File: config.mk
export PLATFORM = sky130hd
export DESIGN_NAME = fastcgi_record_deframer_unit
export DESIGN_NICKNAME = d
export VERILOG_FILES = /design/src/design/fcgi_pkg.sv /design/src/design/fastcgi_record_deframer_unit.sv /design/src/design/fcgi_rsp_queue.sv
export SDC_FILE = /design/constraint.sdc
export NUM_CORES = 1
export LEC_CHECK = 0
export ABC_AREA = 1
export BUFFER_PORTS_ARGS = -buffer_cell sky130_fd_sc_hd__buf_2
export CORE_UTILIZATION = 55
export DETAILED_ROUTE_END_ITERATION = 10
export HOLD_SLACK_MARGIN = 0.1
export PLACE_DENSITY = 0.7
export SLEW_MARGIN = 15
export SYNTH_ARGS = -nofsm -noshare
export SYNTH_HDL_FRONTEND = slang
export SYNTH_SLANG_ARGS = --single-unit
File: constraint.sdc
create_clock -name clock -period 3.95 [get_ports clock]
set_input_delay 0.79 -clock clock [delete_from_list [all_inputs] [get_ports clock]]
set_output_delay 0.79 -clock clock [all_outputs]
set_load 0.01 [all_outputs]
File: src/design/fcgi_pkg.sv
// shared types and constants of the fastcgi record deframer
// used by the top level, the result queue and the checker; no dependencies
`default_nettype none

package fcgi_pkg;

   // result event codes
   localparam logic [3:0] EV_NAME       = 4'd0;
   localparam logic [3:0] EV_VALUE      = 4'd1;
   localparam logic [3:0] EV_PAIR       = 4'd2;
   localparam logic [3:0] EV_PARAMS_OK  = 4'd3;
   localparam logic [3:0] EV_PARAMS_ERR = 4'd4;
   localparam logic [3:0] EV_STDIN      = 4'd5;
   localparam logic [3:0] EV_STDIN_DONE = 4'd6;
   localparam logic [3:0] EV_BEGIN_OK   = 4'd7;
   localparam logic [3:0] EV_BEGIN_REJ  = 4'd8;

   // record types and begin record fields
   localparam logic [7:0]  TYPE_BEGIN     = 8'd1;
   localparam logic [7:0]  TYPE_PARAMS    = 8'd4;
   localparam logic [7:0]  TYPE_STDIN     = 8'd5;
   localparam logic [15:0] ROLE_RESPONDER = 16'd1;
   localparam logic [7:0]  KEEP_CONN      = 8'd1;

   // result queue geometry
   localparam int QUEUE_DEPTH = 4;
   localparam int QPTR_W      = 2;
   localparam int QCNT_W      = 3;

   // one result item
   typedef struct packed {
      logic [3:0] event_res;
      logic [7:0] payload;
      logic       keep_connection;
      logic       last_of_run;
   } rsp_item_type;

   // results produced by one input item, pushed in one cycle
   typedef struct packed {
      logic [1:0]   count;
      rsp_item_type first;
      rsp_item_type second;
   } rsp_push_type;

endpackage

`default_nettype wire

File: src/design/fastcgi_record_deframer_unit.sv
// fastcgi record deframer top level: record, begin and params parsing
// depends on fcgi_pkg and fcgi_rsp_queue
//
// usage:
//   req channel carries one raw stream byte per item (req_data_byte).
//   rsp channel carries result items: event code, payload byte, current
//   keep-connection flag and a last-of-run mark on the final result of a byte.
//   a byte causes zero, one or two results.
//   latency: results of a byte accepted at one edge are offered from the
//   next cycle on.
//   throughput: one byte per cycle while req_ready is high; the header, record
//   and pair parsers update in the accept cycle, and the results go into a four-entry
//   queue that drains one result per cycle, so a run of bytes that each
//   cause two results is held to one result per cycle.
//   req_ready is high while the queue has at least two free entries.
//   when the receiver stalls, results wait in the queue and bytes keep
//   being taken until it runs short of room.
//   reset (synchronous, active high) empties the queue and returns all
//   parsers to the start of a record header.
`default_nettype none

module fastcgi_record_deframer_unit (
   input  wire logic       clock,
   input  wire logic       reset,
   input  wire logic       req_valid,
   output logic            req_ready,
   input  wire logic [7:0] req_data_byte,
   output logic            rsp_valid,
   input  wire logic       rsp_ready,
   output logic [3:0]      rsp_event_res,
   output logic [7:0]      rsp_payload,
   output logic            rsp_keep_connection,
   output logic            rsp_last_of_run
);

   // record phase codes
   localparam logic [1:0] PH_HEADER  = 2'd0;
   localparam logic [1:0] PH_CONTENT = 2'd1;
   localparam logic [1:0] PH_PADDING = 2'd2;

   // pair parser phase codes
   localparam logic [2:0] PP_NAME_LEN      = 3'd0;
   localparam logic [2:0] PP_NAME_LEN_MORE = 3'd1;
   localparam logic [2:0] PP_VAL_LEN       = 3'd2;
   localparam logic [2:0] PP_VAL_LEN_MORE  = 3'd3;
   localparam logic [2:0] PP_NAME_DATA     = 3'd4;
   localparam logic [2:0] PP_VALUE_DATA    = 3'd5;

   logic [1:0]  record_phase_ff, record_phase_in;
   logic [2:0]  header_index_ff, header_index_in;
   logic [7:0]  record_type_ff, record_type_in;
   logic [15:0] content_left_ff, content_left_in;
   logic [7:0]  padding_left_ff, padding_left_in;
   logic [2:0]  content_index_ff, content_index_in;
   logic [15:0] role_word_ff, role_word_in;
   logic [7:0]  begin_flags_ff, begin_flags_in;
   logic [2:0]  pair_phase_ff, pair_phase_in;
   logic [1:0]  len_seen_ff, len_seen_in;
   logic [30:0] len_shift_ff, len_shift_in;
   logic [30:0] value_length_ff, value_length_in;
   logic [30:0] pair_left_ff, pair_left_in;
   logic        keep_conn_ff, keep_conn_in;

   logic                   accept;
   logic                   room_two;
   logic                   last_content;
   logic                   len_fire;
   logic [30:0]            len_val;
   logic [1:0]             res_count;
   logic [3:0]             ev_res  [2];
   logic [7:0]             pay_res [2];
   fcgi_pkg::rsp_push_type push;
   fcgi_pkg::rsp_item_type head;

   assign req_ready    = room_two;
   assign accept       = req_valid && req_ready;
   assign last_content = content_left_ff == 16'd1;

   // per-byte parse: next state and the results this byte causes
   always_comb begin
      record_phase_in  = record_phase_ff;
      header_index_in  = header_index_ff;
      record_type_in   = record_type_ff;
      content_left_in  = content_left_ff;
      padding_left_in  = padding_left_ff;
      content_index_in = content_index_ff;
      role_word_in     = role_word_ff;
      begin_flags_in   = begin_flags_ff;
      pair_phase_in    = pair_phase_ff;
      len_seen_in      = len_seen_ff;
      len_shift_in     = len_shift_ff;
      value_length_in  = value_length_ff;
      pair_left_in     = pair_left_ff;
      keep_conn_in     = keep_conn_ff;
      len_fire         = 1'b0;
      len_val          = '0;
      res_count        = 2'd0;
      ev_res[0]        = fcgi_pkg::EV_PAIR;
      ev_res[1]        = fcgi_pkg::EV_PAIR;
      pay_res[0]       = 8'd0;
      pay_res[1]       = 8'd0;

      if (record_phase_ff == PH_CONTENT) begin
         // content byte
         if (record_type_ff == fcgi_pkg::TYPE_BEGIN) begin
            case (content_index_ff)
               3'd0:    role_word_in = {req_data_byte, 8'd0};
               3'd1:    role_word_in = role_word_ff | {8'd0, req_data_byte};
               3'd2:    begin_flags_in = req_data_byte;
               default: ;
            endcase
            if (last_content) begin
               if (content_index_ff == 3'd7 &&
                   role_word_in == fcgi_pkg::ROLE_RESPONDER) begin
                  keep_conn_in = begin_flags_in == fcgi_pkg::KEEP_CONN;
                  ev_res[res_count[0]] = fcgi_pkg::EV_BEGIN_OK;
               end else begin
                  ev_res[res_count[0]] = fcgi_pkg::EV_BEGIN_REJ;
               end
               res_count = res_count + 2'd1;
            end
         end else if (record_type_ff == fcgi_pkg::TYPE_PARAMS) begin
            // name-value pair parser
            unique case (pair_phase_ff)
               PP_NAME_LEN, PP_VAL_LEN: begin
                  if (req_data_byte[7]) begin
                     len_shift_in  = {24'd0, req_data_byte[6:0]};
                     len_seen_in   = 2'd0;
                     pair_phase_in = pair_phase_ff + 3'd1;
                  end else begin
                     len_fire = 1'b1;
                     len_val  = {23'd0, req_data_byte};
                  end
               end
               PP_NAME_LEN_MORE, PP_VAL_LEN_MORE: begin
                  len_shift_in = {len_shift_ff[22:0], req_data_byte};
                  len_seen_in  = len_seen_ff + 2'd1;
                  if (len_seen_ff == 2'd2) begin
                     len_fire = 1'b1;
                     len_val  = len_shift_in;
                  end
               end
               PP_NAME_DATA: begin
                  ev_res[res_count[0]]  = fcgi_pkg::EV_NAME;
                  pay_res[res_count[0]] = req_data_byte;
                  res_count             = res_count + 2'd1;
                  pair_left_in          = pair_left_ff - 31'd1;
                  if (pair_left_in == '0) begin
                     if (value_length_ff != '0) begin
                        pair_left_in  = value_length_ff;
                        pair_phase_in = PP_VALUE_DATA;
                     end else begin
                        pair_phase_in        = PP_NAME_LEN;
                        ev_res[res_count[0]] = fcgi_pkg::EV_PAIR;
                        res_count            = res_count + 2'd1;
                     end
                  end
               end
               PP_VALUE_DATA: begin
                  ev_res[res_count[0]]  = fcgi_pkg::EV_VALUE;
                  pay_res[res_count[0]] = req_data_byte;
                  res_count             = res_count + 2'd1;
                  pair_left_in          = pair_left_ff - 31'd1;
                  if (pair_left_in == '0) begin
                     pair_phase_in        = PP_NAME_LEN;
                     ev_res[res_count[0]] = fcgi_pkg::EV_PAIR;
                     res_count            = res_count + 2'd1;
                  end
               end
               default: pair_phase_in = PP_NAME_LEN;
            endcase

            // a length field is complete
            if (len_fire) begin
               if (pair_phase_ff == PP_NAME_LEN || pair_phase_ff == PP_NAME_LEN_MORE) begin
                  pair_left_in  = len_val;
                  pair_phase_in = PP_VAL_LEN;
               end else begin
                  value_length_in = len_val;
                  if (pair_left_ff != '0) begin
                     pair_phase_in = PP_NAME_DATA;
                  end else if (len_val != '0) begin
                     pair_left_in  = len_val;
                     pair_phase_in = PP_VALUE_DATA;
                  end else begin
                     pair_phase_in        = PP_NAME_LEN;
                     ev_res[res_count[0]] = fcgi_pkg::EV_PAIR;
                     res_count            = res_count + 2'd1;
                  end
               end
            end
         end else if (record_type_ff == fcgi_pkg::TYPE_STDIN) begin
            ev_res[res_count[0]]  = fcgi_pkg::EV_STDIN;
            pay_res[res_count[0]] = req_data_byte;
            res_count             = res_count + 2'd1;
         end
         if (content_index_ff != 3'd7) begin
            content_index_in = content_index_ff + 3'd1;
         end
         content_left_in = content_left_ff - 16'd1;
         if (last_content) begin
            record_phase_in = (padding_left_ff != '0) ? PH_PADDING : PH_HEADER;
         end
      end else if (record_phase_ff == PH_PADDING) begin
         // padding byte
         padding_left_in = padding_left_ff - 8'd1;
         if (padding_left_in == '0) begin
            record_phase_in = PH_HEADER;
         end
      end else begin
         // header byte; the unused phase code acts as header
         case (header_index_ff)
            3'd0: begin
               content_index_in = '0;
               role_word_in     = '0;
               begin_flags_in   = '0;
            end
            3'd1:    record_type_in  = req_data_byte;
            3'd4:    content_left_in = {req_data_byte, 8'd0};
            3'd5:    content_left_in = content_left_ff | {8'd0, req_data_byte};
            3'd6:    padding_left_in = req_data_byte;
            default: ;
         endcase
         if (header_index_ff != 3'd7) begin
            header_index_in = header_index_ff + 3'd1;
            record_phase_in = PH_HEADER;
         end else begin
            header_index_in = '0;
            if (content_left_ff != '0) begin
               record_phase_in = PH_CONTENT;
            end else begin
               // empty record
               if (record_type_ff == fcgi_pkg::TYPE_BEGIN) begin
                  ev_res[0] = fcgi_pkg::EV_BEGIN_REJ;
                  res_count = 2'd1;
               end else if (record_type_ff == fcgi_pkg::TYPE_PARAMS) begin
                  ev_res[0] = (pair_phase_ff == PP_NAME_LEN) ? fcgi_pkg::EV_PARAMS_OK
                                                             : fcgi_pkg::EV_PARAMS_ERR;
                  res_count       = 2'd1;
                  pair_phase_in   = PP_NAME_LEN;
                  len_seen_in     = '0;
                  len_shift_in    = '0;
                  value_length_in = '0;
                  pair_left_in    = '0;
               end else if (record_type_ff == fcgi_pkg::TYPE_STDIN) begin
                  ev_res[0] = fcgi_pkg::EV_STDIN_DONE;
                  res_count = 2'd1;
               end
               record_phase_in = (padding_left_ff != '0) ? PH_PADDING : PH_HEADER;
            end
         end
      end
   end

   // results toward the queue
   always_comb begin
      push.count                  = accept ? res_count : 2'd0;
      push.first.event_res        = ev_res[0];
      push.first.payload          = pay_res[0];
      push.first.keep_connection  = keep_conn_in;
      push.first.last_of_run      = res_count == 2'd1;
      push.second.event_res       = ev_res[1];
      push.second.payload         = pay_res[1];
      push.second.keep_connection = keep_conn_in;
      push.second.last_of_run     = 1'b1;
   end

   // parser state
   always_ff @(posedge clock) begin
      if (reset) begin
         record_phase_ff  <= PH_HEADER;
         header_index_ff  <= '0;
         record_type_ff   <= '0;
         content_left_ff  <= '0;
         padding_left_ff  <= '0;
         content_index_ff <= '0;
         role_word_ff     <= '0;
         begin_flags_ff   <= '0;
         pair_phase_ff    <= PP_NAME_LEN;
         len_seen_ff      <= '0;
         len_shift_ff     <= '0;
         value_length_ff  <= '0;
         pair_left_ff     <= '0;
         keep_conn_ff     <= 1'b0;
      end else if (accept) begin
         record_phase_ff  <= record_phase_in;
         header_index_ff  <= header_index_in;
         record_type_ff   <= record_type_in;
         content_left_ff  <= content_left_in;
         padding_left_ff  <= padding_left_in;
         content_index_ff <= content_index_in;
         role_word_ff     <= role_word_in;
         begin_flags_ff   <= begin_flags_in;
         pair_phase_ff    <= pair_phase_in;
         len_seen_ff      <= len_seen_in;
         len_shift_ff     <= len_shift_in;
         value_length_ff  <= value_length_in;
         pair_left_ff     <= pair_left_in;
         keep_conn_ff     <= keep_conn_in;
      end
   end

   // result queue
   fcgi_rsp_queue u_queue (
      .clock     (clock),
      .reset     (reset),
      .push      (push),
      .room_two  (room_two),
      .rsp_valid (rsp_valid),
      .rsp_ready (rsp_ready),
      .rsp_item  (head)
   );

   assign rsp_event_res       = head.event_res;
   assign rsp_payload         = head.payload;
   assign rsp_keep_connection = head.keep_connection;
   assign rsp_last_of_run     = head.last_of_run;

endmodule

`default_nettype wire

File: src/design/fcgi_rsp_queue.sv
// four-entry result queue: takes up to two items per cycle, hands out one
// depends on fcgi_pkg
`default_nettype none

module fcgi_rsp_queue (
   input  wire logic                  clock,
   input  wire logic                  reset,
   input  wire fcgi_pkg::rsp_push_type push,
   output logic                       room_two,
   output logic                       rsp_valid,
   input  wire logic                  rsp_ready,
   output fcgi_pkg::rsp_item_type     rsp_item
);

   fcgi_pkg::rsp_item_type entry_ff [fcgi_pkg::QUEUE_DEPTH];
   logic [fcgi_pkg::QPTR_W-1:0] wr_ptr_ff, wr_ptr_in;
   logic [fcgi_pkg::QPTR_W-1:0] rd_ptr_ff, rd_ptr_in;
   logic [fcgi_pkg::QCNT_W-1:0] count_ff, count_in;
   logic [fcgi_pkg::QPTR_W-1:0] wr_next;
   logic                        pop;

   // status toward both sides
   assign room_two  = count_ff <= fcgi_pkg::QCNT_W'(fcgi_pkg::QUEUE_DEPTH - 2);
   assign rsp_valid = count_ff != '0;
   assign rsp_item  = entry_ff[rd_ptr_ff];
   assign pop       = rsp_valid && rsp_ready;
   assign wr_next   = wr_ptr_ff + fcgi_pkg::QPTR_W'(1);

   // pointer and fill count update
   always_comb begin
      wr_ptr_in = wr_ptr_ff + fcgi_pkg::QPTR_W'(push.count);
      rd_ptr_in = pop ? rd_ptr_ff + fcgi_pkg::QPTR_W'(1) : rd_ptr_ff;
      count_in  = count_ff + fcgi_pkg::QCNT_W'(push.count) - fcgi_pkg::QCNT_W'(pop);
   end

   always_ff @(posedge clock) begin
      if (reset) begin
         wr_ptr_ff <= '0;
         rd_ptr_ff <= '0;
         count_ff  <= '0;
      end else begin
         wr_ptr_ff <= wr_ptr_in;
         rd_ptr_ff <= rd_ptr_in;
         count_ff  <= count_in;
      end
   end

   // entry storage
   always_ff @(posedge clock) begin
      if (push.count != 2'd0) begin
         entry_ff[wr_ptr_ff] <= push.first;
      end
      if (push.count == 2'd2) begin
         entry_ff[wr_next] <= push.second;
      end
   end

endmodule

`default_nettype wire

Yosys cells after proc, flatten, opt, wreduce, memory -nomap -nowiden
Memory sizes are Yosys's and may differ from the RTL's. A register that Yosys moved wholly into a read port is not among the register bits.
Index checks and enable logic that the tools add are counted.
{"block": "word_totals", "input_bits": 12, "n_memories": 1, "regBits": 162, "mem_bits_rw": 56, "word_cells": 275}
{"block": "op_classes", "add_sub_neg": 13, "n_eq_ne": 40, "bitwise_logic": 9, "mux": 158, "reduce_logical": 34, "order_cmp": 3}
{"name": "u_queue.entry_ff", "words": 4, "word_bits": 14, "rd": 1, "rd_ports_with_merged_regs": 1, "write_ports": 2, "line": "fcgi_rsp_queue.sv:15", "text": "fcgi_pkg::rsp_item_type entry_ff [fcgi_pkg::QUEUE_DEPTH];"}
{"op": "$mux 31", "n": 23}
{"op": "$mux 8", "n": 21}
{"op": "$mux 16", "n": 8}
{"op": "$pmux 31 s2", "n": 2}
{"op": "$reduce_bool 31->1", "n": 3}
{"op": "$mux 23", "n": 4}
{"op": "$mux 3", "n": 25}
{"op": "$mux 2", "n": 37}
{"op": "$pmux 16 s2", "n": 2}
{"op": "$mux 4", "n": 13}
{"op": "$pmux 23 s2", "n": 1}
{"op": "$eq 16x1->1 const B", "n": 2}
{"op": "$or 16x8->16", "n": 2}
{"op": "$logic_not 31->1", "n": 1}
{"op": "$sub 31x1->31 const B", "n": 1}
{"op": "$eq 3x3->1 const B", "n": 6}
{"op": "$eq 8x1->1 const B", "n": 2}
{"op": "$eq 8x3->1 const B", "n": 2}
{"op": "$reduce_and 8->1", "n": 2}
{"op": "$reduce_bool 16->1", "n": 1}
{"op": "$sub 16x1->16 const B", "n": 1}
{"op": "$mux 1", "n": 15}
{"op": "$ne 3x3->1 const B", "n": 4}
{"op": "$ne 4x4->1 const B", "n": 3}
{"op": "other kinds (40)", "n": 76}

Longest topological paths before layout
{"block": "depth", "word_depth": 21, "ltp_mapped": 29}

Hierarchy
Synthesis repeated with hierarchy kept, for this count alone.
{"block": "hier_totals", "hier_cells": 2089, "hier_area_um2": 14258.7}
{"module": "fastcgi_record_deframer_unit", "n_inst": 1, "cells_per_inst": 1748, "area_each_um2": 10960.5, "seq_area_each_um2": 3103.0}
{"module": "fcgi_rsp_queue", "n_inst": 1, "cells_per_inst": 341, "area_each_um2": 3298.2, "seq_area_each_um2": 1861.8}

Worst setup path after synthesis
No wires, ideal clock.
{"block": "synth_timing", "path_kind": "register -> register", "from": "register pair_phase_ff[1]", "to": "register u_queue.count_ff[2] in the netlist's numbering", "setup_time_ns": 0.128, "required_time_ns": 3.822, "path_buffers": 2, "stages_incl_launch_ff": 25, "period_less_slack_ns": 3.440, "arrival_time_ns": 3.312, "slack_ns": 0.510, "path_cell_list": "dfxtp_1 -> inv_1 -> ha_1 -> buf_4 -> inv_2 -> o21bai_4 -> nand2_4 -> inv_2 -> buf_4 -> nand2_1 -> inv_1 -> nor2_1 -> nand4_1 -> nor2_1 -> nand3_1 -> nand3b_1 -> nand2_1 -> nand4_1 -> nor2_4 -> inv_2 -> ha_1 -> fa_1 -> xor2_1 -> inv_1 -> nor2_1"}
{"block": "synth_between", "elab_chain_len": 17, "elab_cells_between_ends": 33, "cone_classes": "add/sub: 3; eq/ne: 5; mux: 20; reduce/logical: 5"}
{"item": "start, declared", "line": "fastcgi_record_deframer_unit.sv:57", "text": "logic [2:0] pair_phase_ff, pair_phase_in;"}
{"item": "start signal, assigned", "line": "fastcgi_record_deframer_unit.sv:294", "text": "pair_phase_ff <= pair_phase_in;"}
{"item": "$eq 3x1->1, or another cell as far along", "line": "fastcgi_record_deframer_unit.sv:124, fastcgi_record_deframer_unit.sv:175"}
{"item": "$reduce_or 2->1", "line": "fastcgi_record_deframer_unit.sv:124", "text": "unique case (pair_phase_ff)"}
{"item": "$pmux 31 s2", "line": "fastcgi_record_deframer_unit.sv:124"}
{"item": "$mux 31", "line": "fastcgi_record_deframer_unit.sv:122", "text": "end else if (record_type_ff == fcgi_pkg::TYPE_PARAMS) begin"}
{"item": "$mux 31", "line": "fastcgi_record_deframer_unit.sv:105", "text": "if (record_type_ff == fcgi_pkg::TYPE_BEGIN) begin"}
{"item": "$mux 31", "line": "fastcgi_record_deframer_unit.sv:103", "text": "if (record_phase_ff == PH_CONTENT) begin"}
{"item": "$reduce_bool 31->1", "line": "fastcgi_record_deframer_unit.sv:182", "text": "end else if (len_val != '0) begin"}
{"item": "$mux 2", "line": "fastcgi_record_deframer_unit.sv:182"}
{"item": "$mux 2", "line": "fastcgi_record_deframer_unit.sv:180", "text": "if (pair_left_ff != '0) begin"}
{"item": "$mux 2", "line": "fastcgi_record_deframer_unit.sv:175", "text": "if (pair_phase_ff == PP_NAME_LEN || pair_phase_ff == PP_NAME_LEN_MORE) begin"}
{"item": "$mux 2 *", "line": "fastcgi_record_deframer_unit.sv:174", "text": "if (len_fire) begin"}
{"item": "$mux 2 *", "line": "fastcgi_record_deframer_unit.sv:122"}
{"item": "$mux 2 *", "line": "fastcgi_record_deframer_unit.sv:105"}
{"item": "$mux 2 *", "line": "fastcgi_record_deframer_unit.sv:103"}
{"item": "$mux 2 *", "line": "fastcgi_record_deframer_unit.sv:257", "text": "push.count = accept ? res_count : 2'd0;"}
{"item": "$add 3x2->3 *", "line": "fcgi_rsp_queue.sv:33", "text": "count_in = count_ff + fcgi_pkg::QCNT_W'(push.count) - fcgi_pkg::QCNT_W'(pop);"}
{"item": "$sub 3x1->3 *", "line": "fcgi_rsp_queue.sv:33"}
{"item": "end signal, assigned", "line": "fcgi_rsp_queue.sv:44", "text": "count_ff <= count_in;"}
{"item": "end, declared", "line": "fcgi_rsp_queue.sv:18", "text": "logic [fcgi_pkg::QCNT_W-1:0] count_ff, count_in;"}
Every way passes the cells marked *; elsewhere a longest branch is shown, timed or not. The select of a mux whose other input is x is not followed.
A chain may end at the register's enable or synchronous reset.

Worst setup path in the final report
{"block": "layout_timing", "from": "register pair_left_ff[0]", "to": "register u_queue.count_ff[2] in the netlist's numbering"}
{"block": "layout_between", "elab_chain_len": 18, "elab_cells_between_ends": 20, "cone_classes": "add/sub: 4; mux: 14; reduce/logical: 2"}
{"item": "start, declared", "line": "fastcgi_record_deframer_unit.sv:61", "text": "logic [30:0] pair_left_ff, pair_left_in;"}
{"item": "start signal, assigned", "line": "fastcgi_record_deframer_unit.sv:298", "text": "pair_left_ff <= pair_left_in;"}
{"item": "$sub 31x1->31", "line": "fastcgi_record_deframer_unit.sv:147, fastcgi_record_deframer_unit.sv:163"}
{"item": "$logic_not 31->1", "line": "fastcgi_record_deframer_unit.sv:148, fastcgi_record_deframer_unit.sv:164"}
{"item": "$mux 2, on equally long branches", "line": "fastcgi_record_deframer_unit.sv:164, fastcgi_record_deframer_unit.sv:148"}
{"item": "$pmux 2 s2", "line": "fastcgi_record_deframer_unit.sv:124"}
{"item": "$mux 2", "line": "fastcgi_record_deframer_unit.sv:122"}
{"item": "$mux 2", "line": "fastcgi_record_deframer_unit.sv:105"}
{"item": "$mux 2", "line": "fastcgi_record_deframer_unit.sv:103"}
{"item": "$add 2x1->2", "line": "fastcgi_record_deframer_unit.sv:188", "text": "res_count = res_count + 2'd1;"}
{"item": "(+2 left out)"}
{"item": "$mux 2", "line": "fastcgi_record_deframer_unit.sv:175"}
{"item": "$mux 2 *", "line": "fastcgi_record_deframer_unit.sv:174"}
{"item": "$mux 2 *", "line": "fastcgi_record_deframer_unit.sv:122"}
{"item": "$mux 2 *", "line": "fastcgi_record_deframer_unit.sv:105"}
{"item": "$mux 2 *", "line": "fastcgi_record_deframer_unit.sv:103"}
{"item": "$mux 2 *", "line": "fastcgi_record_deframer_unit.sv:257"}
{"item": "$add 3x2->3 *", "line": "fcgi_rsp_queue.sv:33"}
{"item": "$sub 3x1->3 *", "line": "fcgi_rsp_queue.sv:33"}
Marks and branches as above.

==> results.tsv <==
metric	value	unit
status	finished clean	
cp_slowest_stage_delay	0.42	ns
wl	40.9	mm
hold_buffers	0	
rows	55	
drv_cap	0	
hpwl	28.6	mm
gp_congestion	0.983	
clkLatencyLatePin	0.54	ns
cts_tree	yes	
cp_max_fo	5	
coreArea	22800	um2
powerDensity	533	nW/um2
dieArea	24100	um2
critPathTopFamily	simple AND/OR/NAND/NOR gates	
layout.cells.non_filler	2284	
yosysWarnings	0	
antenna_left	0	
crit_buf_inv	3	
grt_first_pass_wirelength	65.1	mm
grt_setup_unrepaired	no	
cp-start-kind	register	
via_count	13400	
max_freq	0.273	GHz
clockBufferDepth	3	
fillers	2178	
cp_cell_sequence	inv_1 > ha_1 > nand2_2 > nor2_2 > nand2_1 > xor2_1 > nand2_1 > nor2_1 > nand2_1 > nor2_1 > nand2_2 > or2_1 > nand2_1 > nand4_1 > nor2_4 > inv_2 > ha_4 > fa_2 > xor2_1 > inv_1 > nor2_1	
drt-initial-drc-count	1170	
maxSlewHeadroom	0.409	
fin_nets	1991	
grt_usage	0.341	
cts_buffers	26	
drive_above_1_share	0.0928	
hold_start	begin_flags_ff[2]	
crit_type	register to register	
synth_fp_nets	1976	
antenna_found_initial	0	
wire_per_inst	17.9	um
tns	0	ns
area_delta_synth_final	11.8	%
min_period	3.67	ns
cp-startpoint	pair_left_ff[0]	
die_h	155	um
slew_violations	0	
arrival	4.07	ns
fp.dieW	155	um
worstMarginPinSlew	0.885	ns
crit_required	4.35	ns
critPathCaptureType	register	
synth_area	12900	um2
avgViaCountPerCell	5.86	
start_util	0.565	
cts_max_level	1	
r2r_start	pair_left_ff[0]	
io_buffer_count	27	
clk_pin_slew	0.06	ns
grt_pass1_vias	12200	
yosys.cell_types.count	47	
dpl-instance-area	13400	um2
placed_cells	2230	
yosysSeqAreaShare	0.357	
crit_slowest_cell	dfxtp_1	
skew	0.0172	ns
clkSinkCount	220	
min_path_type	register to register	
fin_area	14400	um2
crit_top_cell	nand2_1	
grt-ovfl-total	0	
fin_crit_sh	0.929	
ys_seq_elements	220	
ios	28	
p_total	7.69	mW
grt_max_degree	66	
dr.pass1.iters	6	
drcViolationCount	0	
synthCells	1936	
p_leak	6.33	nW
finalHoldViolations	0	
setup_violations	0	
synth_area_per_cell	6.67	um2
clk_root_buffer_cell	clkbuf_16	
ir_worst_vdd	0.000438	V
n_antenna_cell	0	
## report_power, final
| part | switching [mW] | total (mW) | internal (mW) |
|---|---|---|---|
| sequential | 0.156 | 2.64 | 2.48 |
| clock | 0.979 | 2.59 | 1.61 |
| combinational | 1.68 | 2.46 | 0.779 |
| total | 2.82 | 7.69 | 4.87 |
## cells in the mapped netlist, drive strengths merged
| cell | instances | area, um2 |
|---|---|---|
| nand4 | 16 | 100 |
| or2 | 4 | 25.0 |
| a31oi | 19 | 119 |
| o211ai | 13 | 97.6 |
| o31ai | 1 | 7.51 |
| o21ai | 209 | 1050 |
| xnor2 | 4 | 35.0 |
| inv | 168 | 631 |
| nand3b | 6 | 45.0 |
| o211a | 12 | 120 |
| clkbuf | 79 | 297 |
| o21a | 2 | 15.0 |
| nor2 | 266 | 1040 |
| nor4 | 12 | 75.1 |
| a221oi | 6 | 52.6 |
| ha | 27 | 338 |
| buf | 22 | 143 |
| fa | 1 | 20.0 |
| a21oi | 213 | 1080 |
| o32ai | 1 | 8.76 |
| nand3 | 136 | 693 |
| and2 | 1 | 6.26 |
| a211oi | 26 | 195 |
| a41oi | 2 | 17.5 |
| xor2 | 19 | 166 |
| nor3 | 34 | 170 |
| o41ai | 2 | 17.5 |
| o21bai | 8 | 71.3 |
| dfxtp | 200 | 4000 |
| o22ai | 20 | 125 |
| edfxtp | 20 | 601 |
| clkinv | 4 | 15.0 |
| nand2 | 383 | 1530 |
## worst paths after layout
check                           slack, ns             endpoint  cells past startpoint
worst min register to register       0.46    begin_flags_ff[2]                      2
worst min-delay path                 0.46    begin_flags_ff[2]                      2
worst max register to register       0.28  u_queue.count_ff[2]                     21
worst max-delay path                 0.28  u_queue.count_ff[2]                     21
## tightest hold or removal path: cells and delay by family, from the launching register on
family	cells	cell delay, ns
DFF	1	0.29
AOI/OAI and AO/OA	1	0.06
buffers and inverters	1	0.06
## stage by stage
step,hold WS (ns),util,setup slack (ns)
3_3_place_gp,0.441,0.587,0.0853
5_1_grt,0.478,0.632,0.0390
3_5_place_dp,0.448,0.587,0.0515
4_1_cts,0.456,0.628,0.0366
6_report,0.456,0.632,0.282
2_1_floorplan,0.429,-,0.510
## cells by family after synthesis
group	Yosys count	share of synthesized area
buffers and inverters	273	0.0841
AO/OA/AOI/OAI	534	0.230
AND/OR/NAND/NOR	858	0.286
flip-flops	220	0.357
adder cells (fa/ha/maj)	28	0.0277
XOR/XNOR	23	0.0156
## sequential cells by signal (all words and copies together) (netlist names), named ones only
signal	cells
keep_conn_ff	1
header_index_ff	3
len_seen_ff	2
content_left_ff	16
padding_left_ff	8
u_queue.entry_ff	56
u_queue.count_ff	3
value_length_ff	31
content_index_ff	3
record_phase_ff	2
pair_phase_ff	3
u_queue.wr_ptr_ff	2
begin_flags_ff	8
role_word_ff	16
u_queue.rd_ptr_ff	2
len_shift_ff	23
pair_left_ff	31
record_type_ff	8
## layout by cell type (no fill, tap or decap), types with 4 or more instances in the layout
master     count
nor4_1        12
xor2_1        18
nor2_1       255
o211a_1       12
clkbuf_8       4
nand4_1       16
nand3_1      134
nand2_2        9
xnor2_1        4
clkinv_2       6
clkbuf_1       5
buf_2         26
o21ai_0      204
a221oi_1       6
clkbuf_16     26
o21bai_1       7
a211oi_1      26
dfxtp_1      199
edfxtp_1      20
o21ai_1        5
inv_2          8
a21oi_1      210
nor2_4         5
a31oi_1       19
nor3_1        33
bufinv_16      5
o22ai_1       20
nand3b_1       6
buf_4         61
ha_1          25
nand2_1      366
clkinv_1       4
nand2_4        7
inv_1        159
nor2_2         6
o211ai_1      13
## per-layer routing
layer / vias to the layer above / GRT usage / routed length [um]
met1: 6170 / 0.476 / 18000
met5: - / 0 / 0
met3: 87 / 0.0766 / 3690
met2: 556 / 0.518 / 17900
met4: 0 / 0.112 / 1290
li1: 6560 / - / -
## repair_timing
action	4_1_cts	5_1_grt
setup endpoints to repair	0	28
buffers inserted	0	6
gates resized for setup	0	13
## final cells by class
class                      instances  area, um2  share of cell area
tap                              313        392              0.0271
multi-input combinational       1443       7260               0.503
clock buffer                      35        724              0.0502
clock inverter                    13        204              0.0141
inverter                         172        648              0.0449
timing repair buffer              88        599              0.0415
sequential                       220       4610               0.319
(Power assumes the default switching activity.)
